File: config.mk
export PLATFORM = sky130hd
export DESIGN_NAME = iau_divider
export DESIGN_NICKNAME = d
export VERILOG_FILES = /design/src/design/iau_pkg.sv /design/src/design/iau_div_step.sv /design/src/design/iau_divider.sv
export SDC_FILE = /design/constraint.sdc
export NUM_CORES = 2
export LEC_CHECK = 0
export BUFFER_PORTS_ARGS = -buffer_cell sky130_fd_sc_hd__buf_2
export CELL_PAD_IN_SITES_DETAIL_PLACEMENT = 2
export CELL_PAD_IN_SITES_GLOBAL_PLACEMENT = 2
export CORE_ASPECT_RATIO = 0.5
export CORE_UTILIZATION = 42
export CTS_BUF_LIST = sky130_fd_sc_hd__clkbuf_4 sky130_fd_sc_hd__clkbuf_8
export DETAILED_ROUTE_END_ITERATION = 8
export PLACE_DENSITY_LB_ADDON = 0.25
export SYNTH_ARGS = -nofsm -noshare
export SYNTH_HDL_FRONTEND = slang
export SYNTH_SLANG_ARGS = --single-unit
File: constraint.sdc
create_clock -name clk -period 3.9 [get_ports clk]
set_input_delay 0.39 -clock clk [delete_from_list [all_inputs] [get_ports clk]]
set_output_delay 0.39 -clock clk [all_outputs]
set_load 0.01 [all_outputs]
File: src/design/iau_pkg.sv
// Shared types, constants and helpers for the interval arithmetic unit.
// No dependencies; every other design file refers to it by scoped names.
`default_nettype none
package iau_pkg;

  localparam int unsigned W          = 32;
  localparam int unsigned DIV_STEPS  = W;
  localparam int unsigned DIV_LANES  = 4;
  localparam int unsigned IN_TDATA_W = 136;
  localparam int unsigned OUT_TDATA_W = 64;
  localparam int unsigned OUT_TUSER_W = 2;

  localparam logic signed [W-1:0] MAX32 = 32'sh7fff_ffff;
  localparam logic signed [W-1:0] MIN32 = 32'sh8000_0000;

  typedef enum logic [1:0] {
    OP_ADD = 2'd0,
    OP_SUB = 2'd1,
    OP_MUL = 2'd2,
    OP_DIV = 2'd3
  } op_t;

  typedef struct packed {
    op_t                 opcode;
    logic signed [W-1:0] a_low;
    logic signed [W-1:0] a_high;
    logic signed [W-1:0] b_low;
    logic signed [W-1:0] b_high;
  } item_t;

  // One lane of the restoring divider: remainder, dividend bits still to
  // shift in, quotient bits so far, divisor magnitude.
  typedef struct packed {
    logic [W-1:0] r;
    logic [W-1:0] n;
    logic [W-1:0] q;
    logic [W-1:0] d;
  } div_lane_t;

  typedef struct packed {
    logic signed [W-1:0] v;
    logic                sat;
  } clamp_t;

  // Clamp a wide signed value to the 32-bit range and flag clamping.
  function automatic clamp_t clamp64(input logic signed [63:0] x);
    clamp_t c;
    c.sat = 1'b1;
    c.v   = x[W-1:0];
    if (x > 64'(MAX32)) begin
      c.v = MAX32;
    end else if (x < 64'(MIN32)) begin
      c.v = MIN32;
    end else begin
      c.sat = 1'b0;
    end
    return c;
  endfunction

  // Magnitude of a signed word as unsigned (INT_MIN maps to 2^31).
  function automatic logic [W-1:0] mag(input logic signed [W-1:0] x);
    logic [W-1:0] m;
    m = x[W-1] ? W'(-x) : W'(x);
    return m;
  endfunction

endpackage
`default_nettype wire

File: src/design/iau_div_step.sv
// One registered restoring-division step: develops one quotient bit.
// Depends on iau_pkg for the lane structure.
`default_nettype none
module iau_div_step (
  input  wire logic                 clk,
  input  wire logic                 en,
  input  wire iau_pkg::div_lane_t   lane_in,
  output iau_pkg::div_lane_t        lane_out
);

  logic [iau_pkg::W:0]   trial;
  logic                  ge;
  iau_pkg::div_lane_t    lane_next;

  // Trial subtract of the divisor from the shifted partial remainder
  always_comb begin
    trial = {lane_in.r, lane_in.n[iau_pkg::W-1]} - {1'b0, lane_in.d};
    ge    = ~trial[iau_pkg::W];
    lane_next.r = ge ? trial[iau_pkg::W-1:0]
                     : {lane_in.r[iau_pkg::W-2:0], lane_in.n[iau_pkg::W-1]};
    lane_next.n = {lane_in.n[iau_pkg::W-2:0], 1'b0};
    lane_next.q = {lane_in.q[iau_pkg::W-2:0], ge};
    lane_next.d = lane_in.d;
  end

  // Advance the lane when the pipeline moves
  always_ff @(posedge clk) begin
    if (en) begin
      lane_out <= lane_next;
    end
  end

endmodule
`default_nettype wire

File: src/design/iau_divider.sv
// Unsigned pipelined divider lane: a chain of one-bit restoring steps.
// Depends on iau_pkg and iau_div_step.
`default_nettype none
module iau_divider (
  input  wire logic                 clk,
  input  wire logic                 en,
  input  wire iau_pkg::div_lane_t   lane_in,
  output iau_pkg::div_lane_t        lane_out
);

  iau_pkg::div_lane_t chain [iau_pkg::DIV_STEPS+1];

  assign chain[0] = lane_in;

  // Chain the steps, one quotient bit per stage
  for (genvar k = 0; k < iau_pkg::DIV_STEPS; k++) begin : g_step
    iau_div_step u_step (
      .clk      (clk),
      .en       (en),
      .lane_in  (chain[k]),
      .lane_out (chain[k+1])
    );
  end

  assign lane_out = chain[iau_pkg::DIV_STEPS];

endmodule
`default_nettype wire

==> summary.txt <==
Run status
  – Status: finished with violations
  – Violated checks: max-capacitance violations, max-slew violations, negative setup slack

Synth
  – Number of synthesized flops with an enable pin: between 3,000 and 4,000
  – Synth Instances: 12,610
  – YS warnings: 0
  – Syn Area/Cell: 12.70 µm²
  – Yosys reg bits: 3,072
  – Post-synth top flop: edfxtp_1
  – Asr flop ratio synth: 0%
  – Post-Syn Area: 160,200 µm²
  – Cell variety after synth: around 100
  – Sequential-to-total area share from yosys stat: 57.60%

Clocking
  – Max clock buf depth: 4
  – Worst skew pair latency: 1.26 ns
  – Clock-pin slew on the worst setup and hold paths: about 0.090 ns
  – CTS tree: yes
  – H-tree depth: 5
  – Root buf cell: clkbuf_8
  – # clock sinks: 3,072
  – Total CTS buffers: 467

Setup path
  – Maximum net fanout on the critical path: 8
  – R2r setup slk: -0.63 ns
  – Critical Path Start Type: flop
  – Worst setup path class: reg2reg
  – Worst path required time: 4.79 ns
  – Arr. time, crit path: 5.42 ns
  – Endpoint type of the worst setup path: flop

Route
  – DRT iter0 DRCs: around 6,500
  – Mean number of vias per cell: 5.704
  – Remaining antenna violation count: 0
  – Routed via count: 113,800
  – Drt wl/cell: a little under 30 µm
  – DRT Pass-1 Iters: 5
  – # DRC: 0
  – Final wirelength: 588.1 mm

Place
  – Port Buffers: approximately 190
  – DP HPWL: 355.5 mm
  – Placer Congestion: 0.8923
  – Placed insts: 18,520

Cells and area
  – Final Core Density: 51.46%
  – Top reg by flops: g_step.u_step.lane_out
  – Layout cells sized above 1: 24.89%
  – Fill cells: 35,820
  – Final net count: 15,670
  – Multi-input gate area: 65,680 µm²
  – Fin cells: approximately 20,000
  – Largest registers: g_step.u_step.lane_out x3072
  – Commonest non-fill, non-tap cell in the layout: edfxtp_1
  – Sequential cell area: 92,250 µm²
  – Most frequent cells in the layout: edfxtp_1 (3,072), inv_1 (1,207), buf_4 (1,185)
  – Largest register FFs: between 3,000 and 4,000
  – P&R area growth vs syn: 21.26%

Timing
  – Hold Slack: 0.1952 ns
  – Post-route minimum period: 4.530 ns
  – Final setup viols: a little over 500
  – Final setup margin: -0.6305 ns
  – Worst Skew: roughly 0.16 ns
  – Peak Freq: 220.7 MHz
  – Period utilization: 116.2%
  – RSZ-0062 raised after global routing: true
  – Slew margin rel.: -24.72%
  – Final hold violations: 0
  – Max-slew violation count: 2
  – Worst slew pin tran: ~1.9 ns
  – Fin Setup TNS: -103.87 ns

GRT
  – Pin count of the biggest net entering global routing: 150
  – First-pass GRT wire length: 823.9 mm
  – Congestion Overflow GR: 0
  – Initial antenna violation count: 21
  – Number of global-route vias before repair: 128,700
  – GRT Total Usage: 28.27%

Floorplanning
  – Num ports: 258
  – Initial Util: between 40 and 50%
  – Core Region: 377,400 µm²
  – Die area: 384,000 µm²
  – Horiz. Die Dim: 875.3 µm
  – FP Rows: 159
  – Die span in y: 438.7 µm

Hold path
  – Tightest Hold Check Type: in2reg

Power and ir drop
  – P per Cell Area: a little over 1000 nW/µm²
  – Pleak: 80.48 nW
  – Max VDD drop: a little over 0.5 mV
  – Tot Pwr: 197.9 mW

Job
  – Max-capacitance violation count: 1
stage by stage:
step | worst slack [ns] | cell area (µm²)
finish | -0.6305 | 194200
global route | -0.5522 | 194200
CTS | -0.2946 | 191800
detailed placement | -0.5966 | 174300
global placement | -0.3965 | 174300
floorplan | 0.2374 | 160300
power breakdown:
| group | internal, mW | switching [mW] |
|---|---|---|
| clock network | 13.1 | 15.0 |
| logic | 55.1 | 59.6 |
| registers | 48.8 | 6.28 |
| total | 117 | 80.9 |
final cells by class:
class / instances / share of cell area [%]
repair buffers: 1806 / 8.450
multi-input cells: 7901 / 33.82
inverters: 1239 / 2.409
flip-flops and latches: 3072 / 47.50
clock inverters: 240 / 0.6674
well taps: 5071 / 3.267
diodes: 11 / 0.01417
clock buffers: 610 / 3.875
worst max-delay path, stage by stage, from the launching register on:
cell	delay, ns
edfxtp_1	0.47
inv_1	0.21
ha_1	0.36
o21a_1	0.22
o31a_1	0.13
o211ai_1	0.45
a211o_1	0.53
a21oi_2	0.11
buf_4	0.17
a21oi_4	0.17
o221ai_2	0.14
buf_4	0.18
a31oi_4	0.16
xnor2_2	0.15
buf_6	0.18
buf_12	0.17
mux2_4	0.35
what timing repair did:
| action | CTS | global route |
|---|---|---|
| endpoints found under the hold margin | 400 | 0 |
| buffers inserted | 218 | 141 |
| pin swaps | 181 | 203 |
| gates resized for setup | 763 | 443 |
| setup endpoints to repair | 972 | 954 |
| gates cloned | 68 | 7 |
| hold buffers | 191 | 0 |
synth_stat cells (32+ instances only):
library cell / count / area [µm²]
edfxtp_1: 3072 / 92250
inv_1: 1238 / 4647
ha_1: 1024 / 12810
a21oi_1: 884 / 4424
mux2_2: 805 / 9065
xnor2_1: 579 / 5071
nand2_1: 546 / 2049
o21ai_0: 546 / 2733
nor2_1: 541 / 2031
a21o_1: 484 / 3633
xor2_1: 291 / 2549
clkbuf_1: 212 / 795.8
o21a_1: 165 / 1239
nand3_1: 155 / 775.7
nor2b_1: 134 / 838.3
buf_4: 133 / 998.5
nand4_1: 128 / 800.8
nand2b_1: 113 / 706.9
a31oi_1: 106 / 663.1
o21bai_1: 95 / 713.2
and3_1: 90 / 563.0
nor3_1: 90 / 450.4
mux2i_1: 80 / 800.8
a211oi_1: 79 / 593.1
buf_2: 64 / 320.3
o211ai_1: 62 / 465.5
o31a_1: 55 / 481.7
o31ai_1: 55 / 412.9
or3_1: 49 / 306.5
mux2_4: 47 / 705.7
and2_1: 41 / 256.5
a21boi_0: 37 / 277.8
a31o_2: 37 / 324.1
and4_1: 37 / 324.1
fa_1: 32 / 640.6
final timing paths:
kind | start | to | depth (start not counted)
setup / recovery | g_step[18].u_step.lane_out[3] | g_step[19].u_step.lane_out[102] | 16
setup reg to reg | g_step[18].u_step.lane_out[3] | g_step[19].u_step.lane_out[102] | 16
hold reg to reg | g_step[14].u_step.lane_out[34] | g_step[15].u_step.lane_out[35] | 0
hold / removal | lane_in[95] | g_step[0].u_step.lane_out[96] | 4
per-layer routing:
layer / GRT usage [%] / vias to the layer above / wire length, µm
met5: 0 / - / 125
met4: 21.60 / 18 / 58840
met1: 25.72 / 57280 / 188400
met2: 56.30 / 3671 / 317300
li1: - / 50500 / -
met3: 3.650 / 2319 / 23430
cell families after synthesis:
| family | synth area share (%) |
|---|---|
| mux | 6.818 |
| other cells | 0.002341 |
| compound gates | 11.94 |
| simple gates | 6.127 |
| buf+inv | 4.297 |
| fa+ha+maj | 8.400 |
| xor+xnor | 4.819 |
| flops | 57.60 |
(Power assumes the default switching activity.)
