[config.mk]
export PLATFORM = sky130hd
export DESIGN_NAME = iau_finish
export DESIGN_NICKNAME = d
export VERILOG_FILES = /design/src/design/iau_pkg.sv /design/src/design/iau_finish.sv
export SDC_FILE = /design/constraint.sdc
export NUM_CORES = 2
export LEC_CHECK = 0
export BUFFER_PORTS_ARGS = -buffer_cell sky130_fd_sc_hd__buf_2
export CAP_MARGIN = 20
export CORE_ASPECT_RATIO = 1.4
export CORE_MARGIN = 5
export CORE_UTILIZATION = 33
export DETAILED_ROUTE_END_ITERATION = 8
export PLACE_DENSITY = 0.53
export SKIP_LAST_GASP = 1
export SYNTH_ARGS = -nofsm -noshare
export SYNTH_HDL_FRONTEND = slang
export SYNTH_SLANG_ARGS = --single-unit
[constraint.sdc]
create_clock -name vclk -period 15.02
set_input_delay 3.004 -clock vclk [all_inputs]
set_output_delay 3.004 -clock vclk [all_outputs]
set_load 0.05 [all_outputs]
[src/design/iau_pkg.sv]
// Shared types, constants and helpers for the interval arithmetic unit.
// No dependencies; every other design file refers to it by scoped names.
`default_nettype none
package iau_pkg;

  localparam int unsigned W          = 32;
  localparam int unsigned DIV_STEPS  = W;
  localparam int unsigned DIV_LANES  = 4;
  localparam int unsigned IN_TDATA_W = 136;
  localparam int unsigned OUT_TDATA_W = 64;
  localparam int unsigned OUT_TUSER_W = 2;

  localparam logic signed [W-1:0] MAX32 = 32'sh7fff_ffff;
  localparam logic signed [W-1:0] MIN32 = 32'sh8000_0000;

  typedef enum logic [1:0] {
    OP_ADD = 2'd0,
    OP_SUB = 2'd1,
    OP_MUL = 2'd2,
    OP_DIV = 2'd3
  } op_t;

  typedef struct packed {
    op_t                 opcode;
    logic signed [W-1:0] a_low;
    logic signed [W-1:0] a_high;
    logic signed [W-1:0] b_low;
    logic signed [W-1:0] b_high;
  } item_t;

  // One lane of the restoring divider: remainder, dividend bits still to
  // shift in, quotient bits so far, divisor magnitude.
  typedef struct packed {
    logic [W-1:0] r;
    logic [W-1:0] n;
    logic [W-1:0] q;
    logic [W-1:0] d;
  } div_lane_t;

  typedef struct packed {
    logic signed [W-1:0] v;
    logic                sat;
  } clamp_t;

  // Clamp a wide signed value to the 32-bit range and flag clamping.
  function automatic clamp_t clamp64(input logic signed [63:0] x);
    clamp_t c;
    c.sat = 1'b1;
    c.v   = x[W-1:0];
    if (x > 64'(MAX32)) begin
      c.v = MAX32;
    end else if (x < 64'(MIN32)) begin
      c.v = MIN32;
    end else begin
      c.sat = 1'b0;
    end
    return c;
  endfunction

  // Magnitude of a signed word as unsigned (INT_MIN maps to 2^31).
  function automatic logic [W-1:0] mag(input logic signed [W-1:0] x);
    logic [W-1:0] m;
    m = x[W-1] ? W'(-x) : W'(x);
    return m;
  endfunction

endpackage
`default_nettype wire

[src/design/iau_finish.sv]
// Final stage: clamps, min/max selection and divide case handling.
// Depends on iau_pkg; feeds the output register in the top level.
`default_nettype none
module iau_finish (
  input  wire iau_pkg::item_t             item,
  input  wire logic signed [63:0]         prod [iau_pkg::DIV_LANES],
  input  wire logic signed [iau_pkg::W:0] quot [iau_pkg::DIV_LANES],
  output logic signed [iau_pkg::W-1:0]    res_low,
  output logic signed [iau_pkg::W-1:0]    res_high,
  output logic                            saturated
);

  iau_pkg::clamp_t c_lo_add, c_hi_add, c_lo_sub, c_hi_sub;
  iau_pkg::clamp_t cp [iau_pkg::DIV_LANES];
  iau_pkg::clamp_t cq [iau_pkg::DIV_LANES];
  logic signed [iau_pkg::W-1:0] pmin, pmax, qmin, qmax;
  logic div_signed, div_zero_bound, div_pos, div_empty;

  // Clamp every candidate bound
  always_comb begin
    c_lo_add = iau_pkg::clamp64(64'(item.a_low) + 64'(item.b_low));
    c_hi_add = iau_pkg::clamp64(64'(item.a_high) + 64'(item.b_high));
    c_lo_sub = iau_pkg::clamp64(64'(item.a_low) - 64'(item.b_high));
    c_hi_sub = iau_pkg::clamp64(64'(item.a_high) - 64'(item.b_low));
    for (int i = 0; i < iau_pkg::DIV_LANES; i++) begin
      cp[i] = iau_pkg::clamp64(prod[i]);
      cq[i] = iau_pkg::clamp64(64'(quot[i]));
    end
  end

  // Min and max of the four corners
  always_comb begin
    pmin = cp[0].v;
    pmax = cp[0].v;
    qmin = cq[0].v;
    qmax = cq[0].v;
    for (int i = 1; i < iau_pkg::DIV_LANES; i++) begin
      if (cp[i].v < pmin) pmin = cp[i].v;
      if (cp[i].v > pmax) pmax = cp[i].v;
      if (cq[i].v < qmin) qmin = cq[i].v;
      if (cq[i].v > qmax) qmax = cq[i].v;
    end
  end

  // Divide case decode
  assign div_signed     = (item.b_low > 0) || (item.b_high < 0);
  assign div_zero_bound = (item.b_low == 0) || (item.b_high == 0);
  assign div_pos        = (item.b_low > 0) && (item.a_low > 0);
  assign div_empty      = (item.b_low == 0) && (item.b_high == 0) &&
                          ((item.a_low > 0) || (item.a_high < 0));

  // Select the result per operation
  always_comb begin
    res_low   = iau_pkg::MIN32;
    res_high  = iau_pkg::MAX32;
    saturated = 1'b0;
    unique case (item.opcode)
      iau_pkg::OP_ADD: begin
        res_low   = c_lo_add.v;
        res_high  = c_hi_add.v;
        saturated = c_lo_add.sat | c_hi_add.sat;
      end
      iau_pkg::OP_SUB: begin
        res_low   = c_lo_sub.v;
        res_high  = c_hi_sub.v;
        saturated = c_lo_sub.sat | c_hi_sub.sat;
      end
      iau_pkg::OP_MUL: begin
        if (item.a_low >= 0 && item.b_low >= 0) begin
          // corners al*bl and ah*bh only
          res_low   = cp[0].v;
          res_high  = cp[3].v;
          saturated = cp[0].sat | cp[3].sat;
        end else begin
          res_low   = pmin;
          res_high  = pmax;
          saturated = cp[0].sat | cp[1].sat | cp[2].sat | cp[3].sat;
        end
      end
      iau_pkg::OP_DIV: begin
        if (div_signed) begin
          if (!div_zero_bound) begin
            saturated = cq[0].sat | cq[1].sat | cq[2].sat | cq[3].sat;
            if (div_pos) begin
              // lanes: 0 al/bl, 1 al/bh, 2 ah/bl, 3 ah/bh
              res_low  = (cq[1].v < cq[3].v) ? cq[1].v : cq[3].v;
              res_high = (cq[0].v > cq[2].v) ? cq[0].v : cq[2].v;
            end else begin
              res_low  = qmin;
              res_high = qmax;
            end
          end
        end else if (div_empty) begin
          res_low  = 32'sd1;
          res_high = 32'sd0;
        end
      end
      default: begin
        res_low = iau_pkg::MIN32;
      end
    endcase
  end

endmodule
`default_nettype wire

==> report_table.html <==
<table>
<tr><th>Metric</th><th>Value</th></tr>
<tr><th colspan="2">Layout</th></tr>
<tr><td>Synth-to-Final Area Change</td><td>47.0%</td></tr>
<tr><td>Share of cells above drive strength 1</td><td>around a third</td></tr>
<tr><td>Count of sequential standard cells</td><td>0</td></tr>
<tr><td>Number of nets in the finished design</td><td>5,955</td></tr>
<tr><td>Number of clock buffer instances in the layout</td><td>0</td></tr>
<tr><td>Design area</td><td>a little under 40,000 µm²</td></tr>
<tr><td>Sequential cell area in the final layout</td><td>0 µm²</td></tr>
<tr><th colspan="2">Die</th></tr>
<tr><td>Ports placed on the boundary</td><td>about 580</td></tr>
<tr><td>Number of standard-cell rows in the floorplan</td><td>around 120</td></tr>
<tr><td>Die X</td><td>about 250 µm</td></tr>
<tr><td>Area of the die</td><td>86,400 µm²</td></tr>
<tr><td>Die extent in y</td><td>346 µm</td></tr>
<tr><td>Core outline area</td><td>80,200 µm²</td></tr>
<tr><td>Effective utilization at floorplan</td><td>between 30% and 40%</td></tr>
<tr><th colspan="2">Logic synthesis</th></tr>
<tr><td>Share of the synthesized area in the top cell type</td><td>23.9%</td></tr>
<tr><td>Most frequent cell after synthesis</td><td>sky130_fd_sc_hd__ha_1</td></tr>
<tr><td>Sequential fraction of the synthesis area</td><td>0%</td></tr>
<tr><td>Synth Warn #</td><td>0</td></tr>
<tr><td>Synthesized netlist net count</td><td>4,920</td></tr>
<tr><td>Post-Syn Instances</td><td>roughly 3,900</td></tr>
<tr><td>Count of cell types in the netlist</td><td>96</td></tr>
<tr><td>Top post-synthesis cells by area</td><td>sky130_fd_sc_hd__ha_1, sky130_fd_sc_hd__a21oi_1, sky130_fd_sc_hd__mux2i_1</td></tr>
<tr><td>Most used standard cells in the synthesized netlist</td><td>sky130_fd_sc_hd__ha_1, sky130_fd_sc_hd__a21oi_1, sky130_fd_sc_hd__inv_1, sky130_fd_sc_hd__nand2_1, sky130_fd_sc_hd__nor2_1</td></tr>
<tr><td>Yosys top cell by area</td><td>sky130_fd_sc_hd__ha_1</td></tr>
<tr><td>Synthesized area per cell</td><td>6.83 µm²</td></tr>
<tr><td>Synthesized area</td><td>~27,000 µm²</td></tr>
<tr><th colspan="2">Power and ir drop</th></tr>
<tr><td>Switching share of power</td><td>around 55%</td></tr>
<tr><td>Register share of total power</td><td>0%</td></tr>
<tr><td>Combinational share of power</td><td>100.0%</td></tr>
<tr><td>Post-route total power</td><td>roughly 3.6 mW</td></tr>
<tr><td>Standby leakage power</td><td>roughly 19 nW</td></tr>
<tr><td>Switch Pwr</td><td>1.98 mW</td></tr>
<tr><td>Maximum ir drop on the vdd rail</td><td>roughly 80 µV</td></tr>
<tr><td>Share of total power in the clock network</td><td>0%</td></tr>
<tr><td>Power Density</td><td>just over 90 nW/µm²</td></tr>
<tr><td>Internal power</td><td>between 1.5 and 2 mW</td></tr>
<tr><th colspan="2">Setup path</th></tr>
<tr><td>Crit path buffers/inverters</td><td>12</td></tr>
<tr><td>Highest cell delay on the worst timing path</td><td>approximately 0.42 ns</td></tr>
<tr><td>Critical Setup Path Class</td><td>in -&gt; out</td></tr>
<tr><td>Kind of cell adding the most delay to the critical path</td><td>compound AO/OA/AOI/OAI gates</td></tr>
<tr><td>Largest fanout on the critical path</td><td>10</td></tr>
<tr><td>Dominant cell type by count on the critical path</td><td>sky130_fd_sc_hd__buf_6</td></tr>
<tr><td>Required time of the worst setup path</td><td>12.02 ns</td></tr>
<tr><td>Stages on the worst setup path</td><td>45</td></tr>
<tr><td>Arrival time of data at the critical path endpoint</td><td>between 10 and 15 ns</td></tr>
<tr><td>Type of element capturing the critical path</td><td>primary output</td></tr>
<tr><td>Library cell contributing the largest single delay on the critical path</td><td>sky130_fd_sc_hd__or3_4</td></tr>
<tr><td>Launching element type of the critical path</td><td>primary input</td></tr>
<tr><th colspan="2">Global routing</th></tr>
<tr><td>Overall routing resource usage</td><td>around 32%</td></tr>
<tr><td>Number of antenna violations at the first check in global routing</td><td>17</td></tr>
<tr><td>Via count of the first global-routing pass</td><td>~34,000</td></tr>
<tr><td>Overflow left after global routing</td><td>0</td></tr>
<tr><td>Global-route wire length before repair</td><td>215,000 µm</td></tr>
<tr><td>Largest net degree at the start of global routing</td><td>55</td></tr>
<tr><th colspan="2">Detailed routing</th></tr>
<tr><td>ANT nets after route</td><td>0</td></tr>
<tr><td>First DRT Iteration DRCs</td><td>2,740</td></tr>
<tr><td>Vias per cell</td><td>between 5 and 6</td></tr>
<tr><td>Drt pass-1 iters</td><td>6</td></tr>
<tr><td>Detailed-route via count</td><td>about 35,000</td></tr>
<tr><td>Average wire length per cell after detail routing</td><td>26.1 µm</td></tr>
<tr><td>Total detailed-routing wirelength</td><td>157,000 µm</td></tr>
<tr><td>Remaining design rule violation count</td><td>0</td></tr>
<tr><th colspan="2">STA</th></tr>
<tr><td>Slew HR</td><td>7.67%</td></tr>
<tr><td>Min Hold Slack</td><td>6.68 ns</td></tr>
<tr><td>Max Fclk</td><td>about 67 MHz</td></tr>
<tr><td>Setup repair after global routing missed its margin</td><td>yes</td></tr>
<tr><td>Setup violations, final</td><td>0</td></tr>
<tr><td>Period Utilization, post-route</td><td>99.7%</td></tr>
<tr><td>Count of final max-slew check failures</td><td>0</td></tr>
<tr><td>Hold Vio Cnt, Final</td><td>0</td></tr>
<tr><td>Post-route setup slack</td><td>~0.045 ns</td></tr>
<tr><td>Worst-Margin Slew</td><td>approximately 1.4 ns</td></tr>
<tr><td>Post-layout minimum cycle time</td><td>between 10 and 15 ns</td></tr>
<tr><td>Final-layout setup total negative slack</td><td>0 ns</td></tr>
<tr><th colspan="2">Placement</th></tr>
<tr><td>Total of buffers placed on input and output ports</td><td>~600</td></tr>
<tr><td>Worst setup slack after placement</td><td>-0.565 ns</td></tr>
<tr><td>Routability congestion estimate</td><td>1.04</td></tr>
<tr><td>Post-Place Cell Area</td><td>between 30,000 and 40,000 µm²</td></tr>
<tr><td>HPWL after detailed placement</td><td>roughly 130,000 µm</td></tr>
<tr><th colspan="2">Run</th></tr>
<tr><td>MaxCap Viol Count</td><td>0</td></tr>
<tr><th colspan="2">Hold path</th></tr>
<tr><td>Min-Delay Path Depth</td><td>6</td></tr>
<tr><td>Hold/Removal Path Class</td><td>in -&gt; out</td></tr>
<tr><th colspan="2">Status</th></tr>
<tr><td>Status</td><td>completed</td></tr>
</table>
[metal layers]
layer,vias to the layer above,share of wire [%],global-route usage (%)
li1,16600,-,-
met1,16600,37,36.1
met2,1578,48,58.2
met3,519,6.0,3.90
met4,14,9.3,20.4
met5,-,0.050,0
[repair_timing]
action | in CTS | in global routing
setup buffers | 3 | 86
pin swaps | 21 | 104
cloned | 1 | 20
hold buffers | 0 | 0
gates resized for setup | 82 | 445
endpoints found under the setup margin | 64 | 64
[worst paths after layout]
check      start  slack (ns)      endpoint
min     item[77]        6.68  res_high[13]
max    prod[183]        0.05   res_low[16]
[power groups by stage]
| stage | clock network (mW) | logic, mW | registers (mW) |
|---|---|---|---|
| floorplan | 0 | 1.76 | 0 |
| global placement | 0 | 3.08 | 0 |
| detailed placement | 0 | 3.09 | 0 |
| CTS | 0 | 3.15 | 0 |
| global route | 0.0000000537 | 3.84 | 0 |
| finish | 0.0000000806 | 3.63 | 0 |
[logic make-up (layout without fill, tap and decap cells)]
logic type / Yosys count / in the layout / share of synthesized area, %
AO/OA/AOI/OAI: 1258 / 1261 / 30.9
XOR/XNOR: 109 / 109 / 3.65
adder cells (fa/ha/maj): 579 / 579 / 26.7
buffers and inverters: 539 / 1567 / 7.96
multiplexers: 241 / 241 / 9.50
other: 0 / 9 / 0
AND/OR/NAND/NOR: 1165 / 1167 / 21.3
[cells in the final DEF (no fill, tap or decap), drive strengths merged, types with 27 or more instances in the layout]
cell,Yosys,layout
nand2b,43,43
maj3,68,68
o221ai,31,31
inv,349,348
a21oi,414,414
o21a,68,68
buf,55,1194
nand3,57,57
o21bai,24,27
o21ai,252,252
nor4,77,77
xnor2,79,79
nor2b,48,48
ha,507,507
a211oi,30,30
o211ai,33,33
a221oi,43,43
xor2,30,30
mux2,89,89
nor3,87,87
nor2,286,288
nand4,120,120
mux2i,152,152
nand2,342,342
a21o,148,148
[final cells by class]
type	instances	area (µm²)
Timing Repair Buffer	1215	9200
Multi-Input combinational cell	3357	27200
Fill cell	8184	41100
Tap cell	1062	1330
Inverter	352	1330
Antenna cell	9	22.5
[through the flow]
step | instances | util [%]
floorplan | 3891 | -
global placement | 5881 | 44.0
detailed placement | 5882 | 44.0
CTS | 5886 | 44.5
global route | 5992 | 48.7
finish | 5995 | 48.7
(Power assumes the default switching activity.)
